[src/rtl/core/oaic_pkg.sv]
`default_nettype none

package oaic_pkg;

    // The table size must be a power of two so that the hash and the probe
    // index both wrap by truncation.
    localparam int TABLE_SLOTS = 4096;
    localparam int PROBE_LIMIT = 32;

    localparam int SLOT_W  = $clog2(TABLE_SLOTS);
    localparam int PROBE_W = (PROBE_LIMIT > 1) ? $clog2(PROBE_LIMIT) : 1;

    localparam logic [63:0] GOLDEN_MULT    = 64'h9E37_79B9_7F4A_7C15;
    localparam int          KEY_DROP_SHIFT = 3;
    localparam int          HASH_SHIFT     = 40;

    // Only product bits below HASH_SHIFT + SLOT_W reach the slot index, so the
    // two cross products need just the low CROSS_W bits above bit 32.
    localparam int CROSS_W = HASH_SHIFT + SLOT_W - 32;

    localparam logic OP_LOOKUP = 1'b0;
    localparam logic OP_INSERT = 1'b1;

    localparam logic [2:0] ST_FOUND      = 3'd0;
    localparam logic [2:0] ST_MISS_EMPTY = 3'd1;
    localparam logic [2:0] ST_MISS_LIMIT = 3'd2;
    localparam logic [2:0] ST_INSERTED   = 3'd3;
    localparam logic [2:0] ST_PRESENT    = 3'd4;
    localparam logic [2:0] ST_NO_ROOM    = 3'd5;

    typedef struct packed {
        logic        opcode;
        logic [63:0] key;
        logic [31:0] value;
    } req_t;

    typedef struct packed {
        logic [2:0]  status;
        logic [31:0] found_value;
    } rsp_t;

    typedef struct packed {
        logic clr;
        logic load;
        logic start;
        logic probe;
    } cmd_t;

    typedef struct packed {
        logic clr_last;
        logic stop;
    } sts_t;

endpackage

`default_nettype wire

[src/rtl/core/oaic_ctrl.sv]
`default_nettype none

module oaic_ctrl (
    input  wire            clk,
    input  wire            rst_n,
    input  wire            req_valid,
    output logic           req_stall,
    output logic           rsp_valid,
    input  wire            rsp_stall,
    output oaic_pkg::cmd_t cmd,
    input  oaic_pkg::sts_t sts
);
    import oaic_pkg::*;

    typedef enum logic [3:0] {
        S_CLEAR = 4'b0001,
        S_IDLE  = 4'b0010,
        S_ADDR  = 4'b0100,
        S_PROBE = 4'b1000
    } state_t;

    state_t state_reg;
    state_t state_next;
    logic   rsp_valid_reg;
    logic   rsp_valid_next;
    logic   out_free;
    logic   finish;

    assign out_free = !rsp_valid_reg || !rsp_stall;

    always_comb
    begin
        cmd.clr   = (state_reg == S_CLEAR);
        cmd.load  = (state_reg == S_IDLE) && req_valid;
        cmd.start = (state_reg == S_ADDR);
        // A probe that ends the walk waits until the output register is free.
        cmd.probe = (state_reg == S_PROBE) && (out_free || !sts.stop);
    end

    assign finish = cmd.probe && sts.stop;

    always_comb
    begin
        state_next = state_reg;
        case (state_reg)
            S_CLEAR:
            begin
                if (sts.clr_last)
                begin
                    state_next = S_IDLE;
                end
            end
            S_IDLE:
            begin
                if (req_valid)
                begin
                    state_next = S_ADDR;
                end
            end
            S_ADDR:
            begin
                state_next = S_PROBE;
            end
            S_PROBE:
            begin
                if (finish)
                begin
                    state_next = S_IDLE;
                end
            end
            default:
            begin
                state_next = S_CLEAR;
            end
        endcase
    end

    always_comb
    begin
        rsp_valid_next = rsp_valid_reg;
        if (finish)
        begin
            rsp_valid_next = 1'b1;
        end
        else if (!rsp_stall)
        begin
            rsp_valid_next = 1'b0;
        end
    end

    always_ff @(posedge clk or negedge rst_n)
    begin
        if (!rst_n)
        begin
            state_reg     <= S_CLEAR;
            rsp_valid_reg <= 1'b0;
        end
        else
        begin
            state_reg     <= state_next;
            rsp_valid_reg <= rsp_valid_next;
        end
    end

    assign req_stall = (state_reg != S_IDLE);
    assign rsp_valid = rsp_valid_reg;

endmodule

`default_nettype wire

[config.mk]
export PLATFORM = sky130hd
export DESIGN_NAME = oaic_ctrl
export DESIGN_NICKNAME = d
export VERILOG_FILES = /design/src/rtl/core/oaic_pkg.sv /design/src/rtl/core/oaic_ctrl.sv
export SDC_FILE = /design/constraint.sdc
export NUM_CORES = 1
export LEC_CHECK = 0
export BUFFER_PORTS_ARGS = -buffer_cell sky130_fd_sc_hd__buf_4
export CORE_AREA = 2 2 39 41
export DETAILED_ROUTE_END_ITERATION = 6
export DIE_AREA = 0 0 41 43
export PLACE_DENSITY = 0.42
export SLEW_MARGIN = 20
export SYNTH_ARGS = -nofsm -noshare
export SYNTH_HDL_FRONTEND = slang
export SYNTH_SLANG_ARGS = --single-unit
[constraint.sdc]
create_clock -name clk -period 1.2 [get_ports clk]
set_input_delay 0.06 -clock clk [delete_from_list [all_inputs] [get_ports clk]]
set_output_delay 0.06 -clock clk [all_outputs]
set_load 0.02 [all_outputs]
==> flow_summary.html, run 1 <==
<table>
<tr><th>Metric</th><th>Value</th></tr>
<tr><th colspan="2">Run status</th></tr>
<tr><td>Status</td><td>complete, but fails checks</td></tr>
<tr><td>Violated checks</td><td>setup timing</td></tr>
<tr><th colspan="2">Clock network</th></tr>
<tr><td>Worst-case clock buffer depth</td><td>2</td></tr>
<tr><td>Clock buffers created by TritonCTS</td><td>3</td></tr>
<tr><td>Clock tree from TritonCTS</td><td>done</td></tr>
<tr><td>Reg clk slew, reported paths</td><td>0.05 ns</td></tr>
<tr><td>Number of clock sinks</td><td>5</td></tr>
<tr><td>Clock latency on the worst-skew pair</td><td>0.24 ns</td></tr>
<tr><td>Clock Root Buffer</td><td>sky130_fd_sc_hd__clkbuf_4</td></tr>
<tr><td>CTS H-tree depth</td><td>1</td></tr>
<tr><th colspan="2">Timing</th></tr>
<tr><td>Time the worst path needs with I/O delays and setup</td><td>1.530 ns</td></tr>
<tr><td>Setup violations, final</td><td>9</td></tr>
<tr><td>Tightest slew margin relative to the limit</td><td>0.8531</td></tr>
<tr><td>Hold Violations, Final</td><td>0</td></tr>
<tr><td>Share of the clock period used by the worst path</td><td>1.275</td></tr>
<tr><td>Final worst clock skew</td><td>0.009067 ns</td></tr>
<tr><td>Worst Hold Margin</td><td>0.08305 ns</td></tr>
<tr><td>Max frequency</td><td>653.7 MHz</td></tr>
<tr><td>Setup slack after layout</td><td>-0.3297 ns</td></tr>
<tr><td>Setup repair after global routing missed its margin</td><td>yes</td></tr>
<tr><td>Slew at the pin with the worst max-slew slack</td><td>0.2194 ns</td></tr>
<tr><td>Final Max Slew Viols</td><td>0</td></tr>
<tr><th colspan="2">Yosys</th></tr>
<tr><td>Most used DFF post-synth</td><td>sky130_fd_sc_hd__dfrtp_1</td></tr>
<tr><td>Top post-synthesis cells by count</td><td>sky130_fd_sc_hd__dfrtp_1 (4), sky130_fd_sc_hd__nor2_1 (3)</td></tr>
<tr><td>Synth Net Count</td><td>36</td></tr>
<tr><td>Number of standard cells after synthesis</td><td>30</td></tr>
<tr><td>Top cells by area in the synthesized netlist</td><td>sky130_fd_sc_hd__dfrtp_1 (33%), sky130_fd_sc_hd__dfstp_2 (8.8%), sky130_fd_sc_hd__nor4b_1 (5.9%), sky130_fd_sc_hd__or4b_4 (4.6%), sky130_fd_sc_hd__and3_1 (4.2%)</td></tr>
<tr><td>Most repeated cell in the gate-level netlist after synthesis</td><td>sky130_fd_sc_hd__dfrtp_1</td></tr>
<tr><td>Synth warnings</td><td>0</td></tr>
<tr><td>Top cell type by total area after synthesis</td><td>sky130_fd_sc_hd__dfrtp_1</td></tr>
<tr><td>Proportion of netlist area held by the largest area contributor</td><td>0.3347</td></tr>
<tr><td>Flip-flop and latch count after synthesis</td><td>5</td></tr>
<tr><td>Cell area after synthesis</td><td>299.0 um2</td></tr>
<tr><td>Async SR Flop Fraction</td><td>1.000</td></tr>
<tr><td>Part of the Yosys area used for sequential elements</td><td>0.4226</td></tr>
<tr><td>Synth Area per Inst</td><td>9.968 um2</td></tr>
<tr><td>Post-synth cell types</td><td>21</td></tr>
<tr><td>Number of flops mapped to enable cells by yosys</td><td>0</td></tr>
<tr><th colspan="2">Pwr</th></tr>
<tr><td>Switching share of total power</td><td>0.3379</td></tr>
<tr><td>Static leakage</td><td>0.2777 nW</td></tr>
<tr><td>Clock Power Share</td><td>0.180</td></tr>
<tr><td>Power density of the placed cells</td><td>1818 mW/mm2</td></tr>
<tr><td>Fraction of power consumed by combinational cells</td><td>0.595</td></tr>
<tr><td>Sum of internal, switching and leakage power</td><td>0.001085 W</td></tr>
<tr><td>Switch Pwr</td><td>0.0003666 W</td></tr>
<tr><td>Sequential share of power</td><td>0.226</td></tr>
<tr><td>IR Drop Worst-Case VDD</td><td>612.2 uV</td></tr>
<tr><td>Cell internal pwr</td><td>0.0007185 W</td></tr>
<tr><th colspan="2">Floorplan</th></tr>
<tr><td>Effective utilization at floorplan</td><td>0.2161</td></tr>
<tr><td>I/O Pins</td><td>12</td></tr>
<tr><td>Die Footprint</td><td>0.001763 mm2</td></tr>
<tr><td>Die outline height</td><td>43 um</td></tr>
<tr><td>Die width</td><td>41 um</td></tr>
<tr><td>CORE AREA</td><td>0.001384 mm2</td></tr>
<tr><td>Row Count</td><td>14</td></tr>
<tr><th colspan="2">Setup path</th></tr>
<tr><td>Maximum fanout along the worst path</td><td>2</td></tr>
<tr><td>Slowest cell on crit path</td><td>sky130_fd_sc_hd__or4b_4</td></tr>
<tr><td>Cells traversed along the worst timing path</td><td>or4b_4, a31oi_4, buf_6</td></tr>
<tr><td>Critical Path RT</td><td>1.14 ns</td></tr>
<tr><td>WP buf/inv</td><td>1</td></tr>
<tr><td>Startpoint Class</td><td>flip-flop</td></tr>
<tr><td>Arr. time, crit path</td><td>1.47 ns</td></tr>
<tr><td>CP endpoint kind</td><td>output port</td></tr>
<tr><td>Crit Path Category</td><td>flip-flop to output port</td></tr>
<tr><td>Delay of the slowest cell on the worst path</td><td>0.56 ns</td></tr>
<tr><td>Cell family with most CP delay</td><td>simple AND/OR/NAND/NOR gates</td></tr>
<tr><th colspan="2">Drt</th></tr>
<tr><td>Aggregate routed wire length</td><td>852 um</td></tr>
<tr><td>DRC errors left</td><td>0</td></tr>
<tr><td>Number of search-and-repair iterations in the first detailed-routing pass</td><td>2</td></tr>
<tr><td>Initial drt markers</td><td>1</td></tr>
<tr><td>Average routed wire per standard cell</td><td>12.17 um</td></tr>
<tr><td>Number of routed nets with antenna violations</td><td>0</td></tr>
<tr><td>Ratio of routed vias to standard cells</td><td>4.600</td></tr>
<tr><td>Vias after detailed routing</td><td>322</td></tr>
<tr><th colspan="2">Global routing</th></tr>
<tr><td>Vias in the first global route</td><td>354</td></tr>
<tr><td>Global-route wire length before repair</td><td>1.373 mm</td></tr>
<tr><td>Antenna violations before repair</td><td>0</td></tr>
<tr><td>Global routing usage summed across all routing layers</td><td>0.1240</td></tr>
<tr><td>Pin count of the biggest net entering global routing</td><td>9</td></tr>
<tr><td>Global-route congestion overflow total</td><td>0</td></tr>
<tr><th colspan="2">Layout</th></tr>
<tr><td>Count of antenna diodes in the layout</td><td>0</td></tr>
<tr><td>Largest register FFs</td><td>4</td></tr>
<tr><td>Share of post-route cells with drive strength above 1</td><td>0.5926</td></tr>
<tr><td>Number of filler instances in the final layout</td><td>138</td></tr>
<tr><td>Area delta synth-&gt;final</td><td>99.58%</td></tr>
<tr><td>Final core occ</td><td>0.4313</td></tr>
<tr><td>Layout net count</td><td>61</td></tr>
<tr><th colspan="2">Placed design</th></tr>
<tr><td>Port buffer count</td><td>11</td></tr>
<tr><td>Global placement routability congestion</td><td>0.7062</td></tr>
<tr><th colspan="2">Run</th></tr>
<tr><td>Max-Cap Viols</td><td>0</td></tr>
<tr><th colspan="2">Worst hold path</th></tr>
<tr><td>Worst min-delay path category</td><td>input port to flip-flop</td></tr>
</table>
cells by family (layout without fill, tap and decap cells):
logic type | Yosys count | after routing | synth area share
simple gates | 13 | 13 | 0.2929
buf+inv | 3 | 27 | 0.07531
flops | 5 | 5 | 0.4226
compound gates | 8 | 8 | 0.1799
xor+xnor | 1 | 1 | 0.02929
cell usage in the layout (no fill, tap or decap):
cell type / instances
sky130_fd_sc_hd__a31oi_4: 1
sky130_fd_sc_hd__xor2_1: 1
sky130_fd_sc_hd__o21ai_0: 2
sky130_fd_sc_hd__nand2_1: 2
sky130_fd_sc_hd__dlygate4sd3_1: 1
sky130_fd_sc_hd__o21ai_2: 1
sky130_fd_sc_hd__a21oi_4: 1
sky130_fd_sc_hd__or2_1: 1
sky130_fd_sc_hd__clkbuf_1: 1
sky130_fd_sc_hd__a22oi_1: 1
sky130_fd_sc_hd__nor4b_4: 2
sky130_fd_sc_hd__o22a_1: 1
sky130_fd_sc_hd__nor2_1: 3
sky130_fd_sc_hd__buf_4: 13
sky130_fd_sc_hd__dfrtp_1: 4
sky130_fd_sc_hd__inv_1: 1
sky130_fd_sc_hd__a211oi_1: 1
sky130_fd_sc_hd__and2b_1: 1
sky130_fd_sc_hd__clkbuf_4: 3
sky130_fd_sc_hd__nand4bb_4: 1
sky130_fd_sc_hd__or4b_4: 1
sky130_fd_sc_hd__dfstp_2: 1
sky130_fd_sc_hd__and3_1: 2
sky130_fd_sc_hd__buf_6: 8
repair_timing:
action / 4_1_cts / 5_1_grt
hold endpoints to repair: 5 / 0
resized for setup: 10 / 3
setup buffers: 6 / 1
endpoints found under the setup margin: 7 / 9
cloned: 0 / 0
hold buffers: 1 / 0
pin swaps: 3 / 3
per-layer routing:
layer  global-route usage  share of wire  wire, um
met1               0.1238           0.36       310
met2               0.1906           0.56       481
met3              0.03141          0.047        40
met4               0.1200          0.022        19
met5                    0              0         0
power by group through the flow:
stage                     Combinational, W  Clock, W  Sequential (W)
final                             0.000645  0.000195        0.000245
after global routing              0.000683  0.000217        0.000249
after CTS                         0.000594  0.000201        0.000243
after detailed placement          0.000409         0        0.000242
after global placement            0.000404         0        0.000240
after floorplan                   0.000215         0        0.000274
cell type report:
cell class	count	area [um2]	share of cell area
flip-flops and latches	5	126.4	0.2117
well taps	16	20.02	0.03354
multi-input cells	22	222.7	0.3732
repair buffers	22	197.7	0.3312
clock buffers	4	26.28	0.04403
inverters	1	3.754	0.006289
worst register-to-register path: stages (launching register included):
cell and delay (ns):
sky130_fd_sc_hd__dfstp_2 0.37, sky130_fd_sc_hd__or4b_4 0.56, sky130_fd_sc_hd__buf_4 0.15, sky130_fd_sc_hd__buf_6 0.11, sky130_fd_sc_hd__a21oi_4 0.11, sky130_fd_sc_hd__or2_1 0.11
metrics by stage:
stage / setup WS [ns] / cells / setup TNS [ns] / instance area, um2
after detailed placement: -0.08707 / 59 / -0.2706 / 440.4
after CTS: -0.3320 / 70 / -1.932 / 573.1
after floorplan: -0.08430 / 30 / -0.2318 / 326.6
after global placement: -0.06876 / 59 / -0.2151 / 440.4
after global routing: -0.3575 / 70 / -2.224 / 596.8
final: -0.3297 / 70 / -1.884 / 596.8
final timing paths:
path	from	endpoint	slack (ns)	depth (start not counted)
max	state_reg[0]$_DFFE_PN1P_	cmd[0]	-0.33	3
min	req_valid	state_reg[2]$_DFFE_PN0P_	0.08	2
max reg2reg	state_reg[0]$_DFFE_PN1P_	state_reg[3]$_DFFE_PN0P_	-0.29	5
min reg2reg	state_reg[2]$_DFFE_PN0P_	state_reg[1]$_DFFE_PN0P_	0.59	2
max in group asynchronous	rst_n	state_reg[0]$_DFFE_PN1P_	0.84	2
min in group asynchronous	rst_n	state_reg[1]$_DFFE_PN0P_	0.16	2
No activity file was read; power rests on OpenSTA's default activity.
==> run 2, diff against run 1 <==
--- a/config.mk
+++ b/config.mk
@@ -7,6 +7,7 @@
 export LEC_CHECK = 0
 export BUFFER_PORTS_ARGS = -buffer_cell sky130_fd_sc_hd__buf_4
 export CORE_AREA = 2 2 39 41
+export CTS_BUF_LIST = sky130_fd_sc_hd__clkbuf_2 sky130_fd_sc_hd__clkbuf_4 sky130_fd_sc_hd__clkbuf_8
 export DETAILED_ROUTE_END_ITERATION = 6
 export DIE_AREA = 0 0 41 43
 export PLACE_DENSITY = 0.42
==> flow_summary.html, run 2 (same netlist as run 1, synthesis figures left out) <==
<table>
<tr><th>Metric</th><th>Value</th></tr>
<tr><th colspan="2">Floorplan</th></tr>
<tr><td>Row Count</td><td>14 (unchanged)</td></tr>
<tr><td>Effective utilization at floorplan</td><td>0.2161 (unchanged)</td></tr>
<tr><td>Die width</td><td>41 um (unchanged)</td></tr>
<tr><td>Die Footprint</td><td>0.001763 mm2 (unchanged)</td></tr>
<tr><td>Die outline height</td><td>43 um (unchanged)</td></tr>
<tr><td>CORE AREA</td><td>0.001384 mm2 (unchanged)</td></tr>
<tr><td>I/O Pins</td><td>12 (unchanged)</td></tr>
<tr><th colspan="2">Layout</th></tr>
<tr><td>Total area of multi-input combinational cells</td><td>222.7 um2 (unchanged)</td></tr>
<tr><td>Most common library cell in the layout ignoring fill and taps</td><td>sky130_fd_sc_hd__buf_4</td></tr>
<tr><td>Share of post-route cells with drive strength above 1</td><td>0.6111 (+0.01852)</td></tr>
<tr><td>Top library cells by usage in the layout, fill and taps aside</td><td>sky130_fd_sc_hd__buf_4 (13), sky130_fd_sc_hd__buf_6 (8), sky130_fd_sc_hd__clkbuf_4 (4), sky130_fd_sc_hd__dfrtp_1 (4), sky130_fd_sc_hd__nor2_1 (3)</td></tr>
<tr><td>Final core occ</td><td>0.4340 (+0.002712)</td></tr>
<tr><td>Largest register FFs</td><td>4 (unchanged)</td></tr>
<tr><td>Count of antenna diodes in the layout</td><td>0 (unchanged)</td></tr>
<tr><td>Area taken by flip-flops and latches</td><td>126.4 um2 (unchanged)</td></tr>
<tr><td>Number of filler instances in the final layout</td><td>137 (-0.72%)</td></tr>
<tr><td>Area delta synth-&gt;final</td><td>100.8%</td></tr>
<tr><td>Layout net count</td><td>61 (unchanged)</td></tr>
<tr><th colspan="2">Setup path</th></tr>
<tr><td>CP endpoint kind</td><td>output port</td></tr>
<tr><td>Arr. time, crit path</td><td>1.47 ns (about the same)</td></tr>
<tr><td>Crit Path Category</td><td>flip-flop to output port</td></tr>
<tr><td>Maximum fanout along the worst path</td><td>2 (unchanged)</td></tr>
<tr><td>Startpoint Class</td><td>flip-flop</td></tr>
<tr><td>Critical Path RT</td><td>1.14 ns (about the same)</td></tr>
<tr><th colspan="2">Pwr</th></tr>
<tr><td>Power density of the placed cells</td><td>1845 mW/mm2 (+1.5%)</td></tr>
<tr><td>Static leakage</td><td>0.2811 nW (+1.2%)</td></tr>
<tr><td>Sum of internal, switching and leakage power</td><td>0.001108 W (+2.1%)</td></tr>
<tr><td>IR Drop Worst-Case VDD</td><td>612.6 uV (about the same)</td></tr>
<tr><th colspan="2">Drt</th></tr>
<tr><td>Number of search-and-repair iterations in the first detailed-routing pass</td><td>2 (unchanged)</td></tr>
<tr><td>DRC errors left</td><td>0 (unchanged)</td></tr>
<tr><td>Average routed wire per standard cell</td><td>12.34 um (+1.4%)</td></tr>
<tr><td>Vias after detailed routing</td><td>322 (unchanged)</td></tr>
<tr><td>Ratio of routed vias to standard cells</td><td>4.600 (unchanged)</td></tr>
<tr><td>Number of routed nets with antenna violations</td><td>0 (unchanged)</td></tr>
<tr><td>Initial drt markers</td><td>2 (+1)</td></tr>
<tr><td>Aggregate routed wire length</td><td>864 um (+1.4%)</td></tr>
<tr><th colspan="2">Timing</th></tr>
<tr><td>Max frequency</td><td>654.0 MHz (about the same)</td></tr>
<tr><td>Share of the clock period used by the worst path</td><td>1.274 (about the same)</td></tr>
<tr><td>Final worst clock skew</td><td>0.008293 ns (-0.0007744 ns)</td></tr>
<tr><td>Final Max Slew Viols</td><td>0 (unchanged)</td></tr>
<tr><td>Setup slack after layout</td><td>-0.3291 ns (+0.0006060 ns)</td></tr>
<tr><td>Tightest slew margin relative to the limit</td><td>0.8527 (about the same)</td></tr>
<tr><td>Hold Violations, Final</td><td>0 (unchanged)</td></tr>
<tr><td>Slew at the pin with the worst max-slew slack</td><td>0.2200 ns (+0.0005406 ns)</td></tr>
<tr><td>Setup repair after global routing missed its margin</td><td>yes</td></tr>
<tr><td>Time the worst path needs with I/O delays and setup</td><td>1.529 ns (-0.0006060 ns)</td></tr>
<tr><td>Setup violations, final</td><td>9 (unchanged)</td></tr>
<tr><th colspan="2">Clock network</th></tr>
<tr><td>Clock buffers created by TritonCTS</td><td>3 (unchanged)</td></tr>
<tr><td>CTS H-tree depth</td><td>1 (unchanged)</td></tr>
<tr><td>Clock latency on the worst-skew pair</td><td>0.24 ns (about the same)</td></tr>
<tr><td>Clock Root Buffer</td><td>sky130_fd_sc_hd__clkbuf_4</td></tr>
<tr><td>Number of clock sinks</td><td>5 (unchanged)</td></tr>
<tr><td>Worst-case clock buffer depth</td><td>2 (unchanged)</td></tr>
<tr><td>Reg clk slew, reported paths</td><td>0.05 ns (about the same)</td></tr>
<tr><td>Clock tree from TritonCTS</td><td>done</td></tr>
<tr><th colspan="2">Run</th></tr>
<tr><td>Max-Cap Viols</td><td>0 (unchanged)</td></tr>
<tr><th colspan="2">Run status</th></tr>
<tr><td>Violated checks</td><td>setup timing</td></tr>
<tr><td>Status</td><td>complete, but fails checks</td></tr>
<tr><th colspan="2">Global routing</th></tr>
<tr><td>Global routing usage summed across all routing layers</td><td>0.1240 (unchanged)</td></tr>
<tr><td>Vias in the first global route</td><td>351 (-0.85%)</td></tr>
<tr><td>Global-route wire length before repair</td><td>1.373 mm (unchanged)</td></tr>
<tr><td>Pin count of the biggest net entering global routing</td><td>9 (unchanged)</td></tr>
<tr><td>Global-route congestion overflow total</td><td>0 (unchanged)</td></tr>
<tr><td>Antenna violations before repair</td><td>0 (unchanged)</td></tr>
<tr><th colspan="2">Placed design</th></tr>
<tr><td>Pre-CTS setup slack</td><td>-0.08707 ns (unchanged)</td></tr>
<tr><td>Port buffer count</td><td>11 (unchanged)</td></tr>
<tr><td>Global placement routability congestion</td><td>0.7062 (unchanged)</td></tr>
<tr><th colspan="2">Worst hold path</th></tr>
<tr><td>Worst min-delay path category</td><td>input port to flip-flop</td></tr>
</table>
==> run 2: cell types whose count changed in the layout (fill, tap and decap cells not counted) <==
cell,delta
sky130_fd_sc_hd__clkbuf_1,-1
sky130_fd_sc_hd__clkbuf_4,+1
==> run 2: through the flow <==
stage / area [um2] / TNS, ns / cells / hold WS, ns
6_report: 600.6 / -1.883 / 70 / 0.08443
5_1_grt: 600.6 / -2.218 / 70 / 0.07233
4_1_cts: 576.8 / -1.927 / 70 / 0.07590
3_5_place_dp: 440.4 / -0.2706 / 59 / -0.1330
3_3_place_gp: 440.4 / -0.2151 / 59 / -0.1342
2_1_floorplan: 326.6 / -0.2318 / 30 / -0.2356
==> run 2: final timing paths <==
kind,depth (start not counted),end,start,slack [ns]
max,3,cmd[0],state_reg[0]$_DFFE_PN1P_,-0.33
min,2,state_reg[2]$_DFFE_PN0P_,req_valid,0.08
max reg2reg,5,state_reg[3]$_DFFE_PN0P_,state_reg[0]$_DFFE_PN1P_,-0.29
min reg2reg,2,state_reg[1]$_DFFE_PN0P_,state_reg[2]$_DFFE_PN0P_,0.59
max in group asynchronous,2,state_reg[0]$_DFFE_PN1P_,rst_n,0.84
min in group asynchronous,2,state_reg[1]$_DFFE_PN0P_,rst_n,0.16
==> run 2: critical path, stage by stage (launching register included) <==
cell and delay [ns]:
sky130_fd_sc_hd__dfstp_2 0.37, sky130_fd_sc_hd__or4b_4 0.56, sky130_fd_sc_hd__a31oi_4 0.16, sky130_fd_sc_hd__buf_6 0.13
==> run 2: layout make-up <==
| class | count | area share |
|---|---|---|
| clock buffer | 4 | 0.05000 |
| multi-input combinational | 22 | 0.3708 |
| tap | 16 | 0.03333 |
| sequential | 5 | 0.2104 |
| inverter | 1 | 0.006250 |
| timing repair buffer | 22 | 0.3292 |
==> run 2: what timing repair did <==
action	CTS	global route
pin swaps	3	3
gates resized for setup	10	3
setup endpoints to repair	7	9
buffers inserted	6	1
hold endpoints to repair	5	0
cloned	0	0
hold buffers	1	0
==> run 2: power by group <==
part | internal [W] | switching, W | leakage, nW | total (W)
Clock | 0.000148 | 0.0000697 | 0.0184 | 0.000218
Sequential | 0.000219 | 0.0000253 | 0.0651 | 0.000245
Combinational | 0.000373 | 0.000272 | 0.198 | 0.000645
Total | 0.000741 | 0.000367 | 0.281 | 0.00111
==> run 2: per-layer routing <==
layer | global-route usage | vias up | share of wire
met5 | 0 | - | 0
met4 | 0.1200 | 0 | 0.022
met3 | 0.03141 | 2 | 0.046
met2 | 0.1906 | 10 | 0.56
met1 | 0.1238 | 152 | 0.37
li1 | - | 158 | -
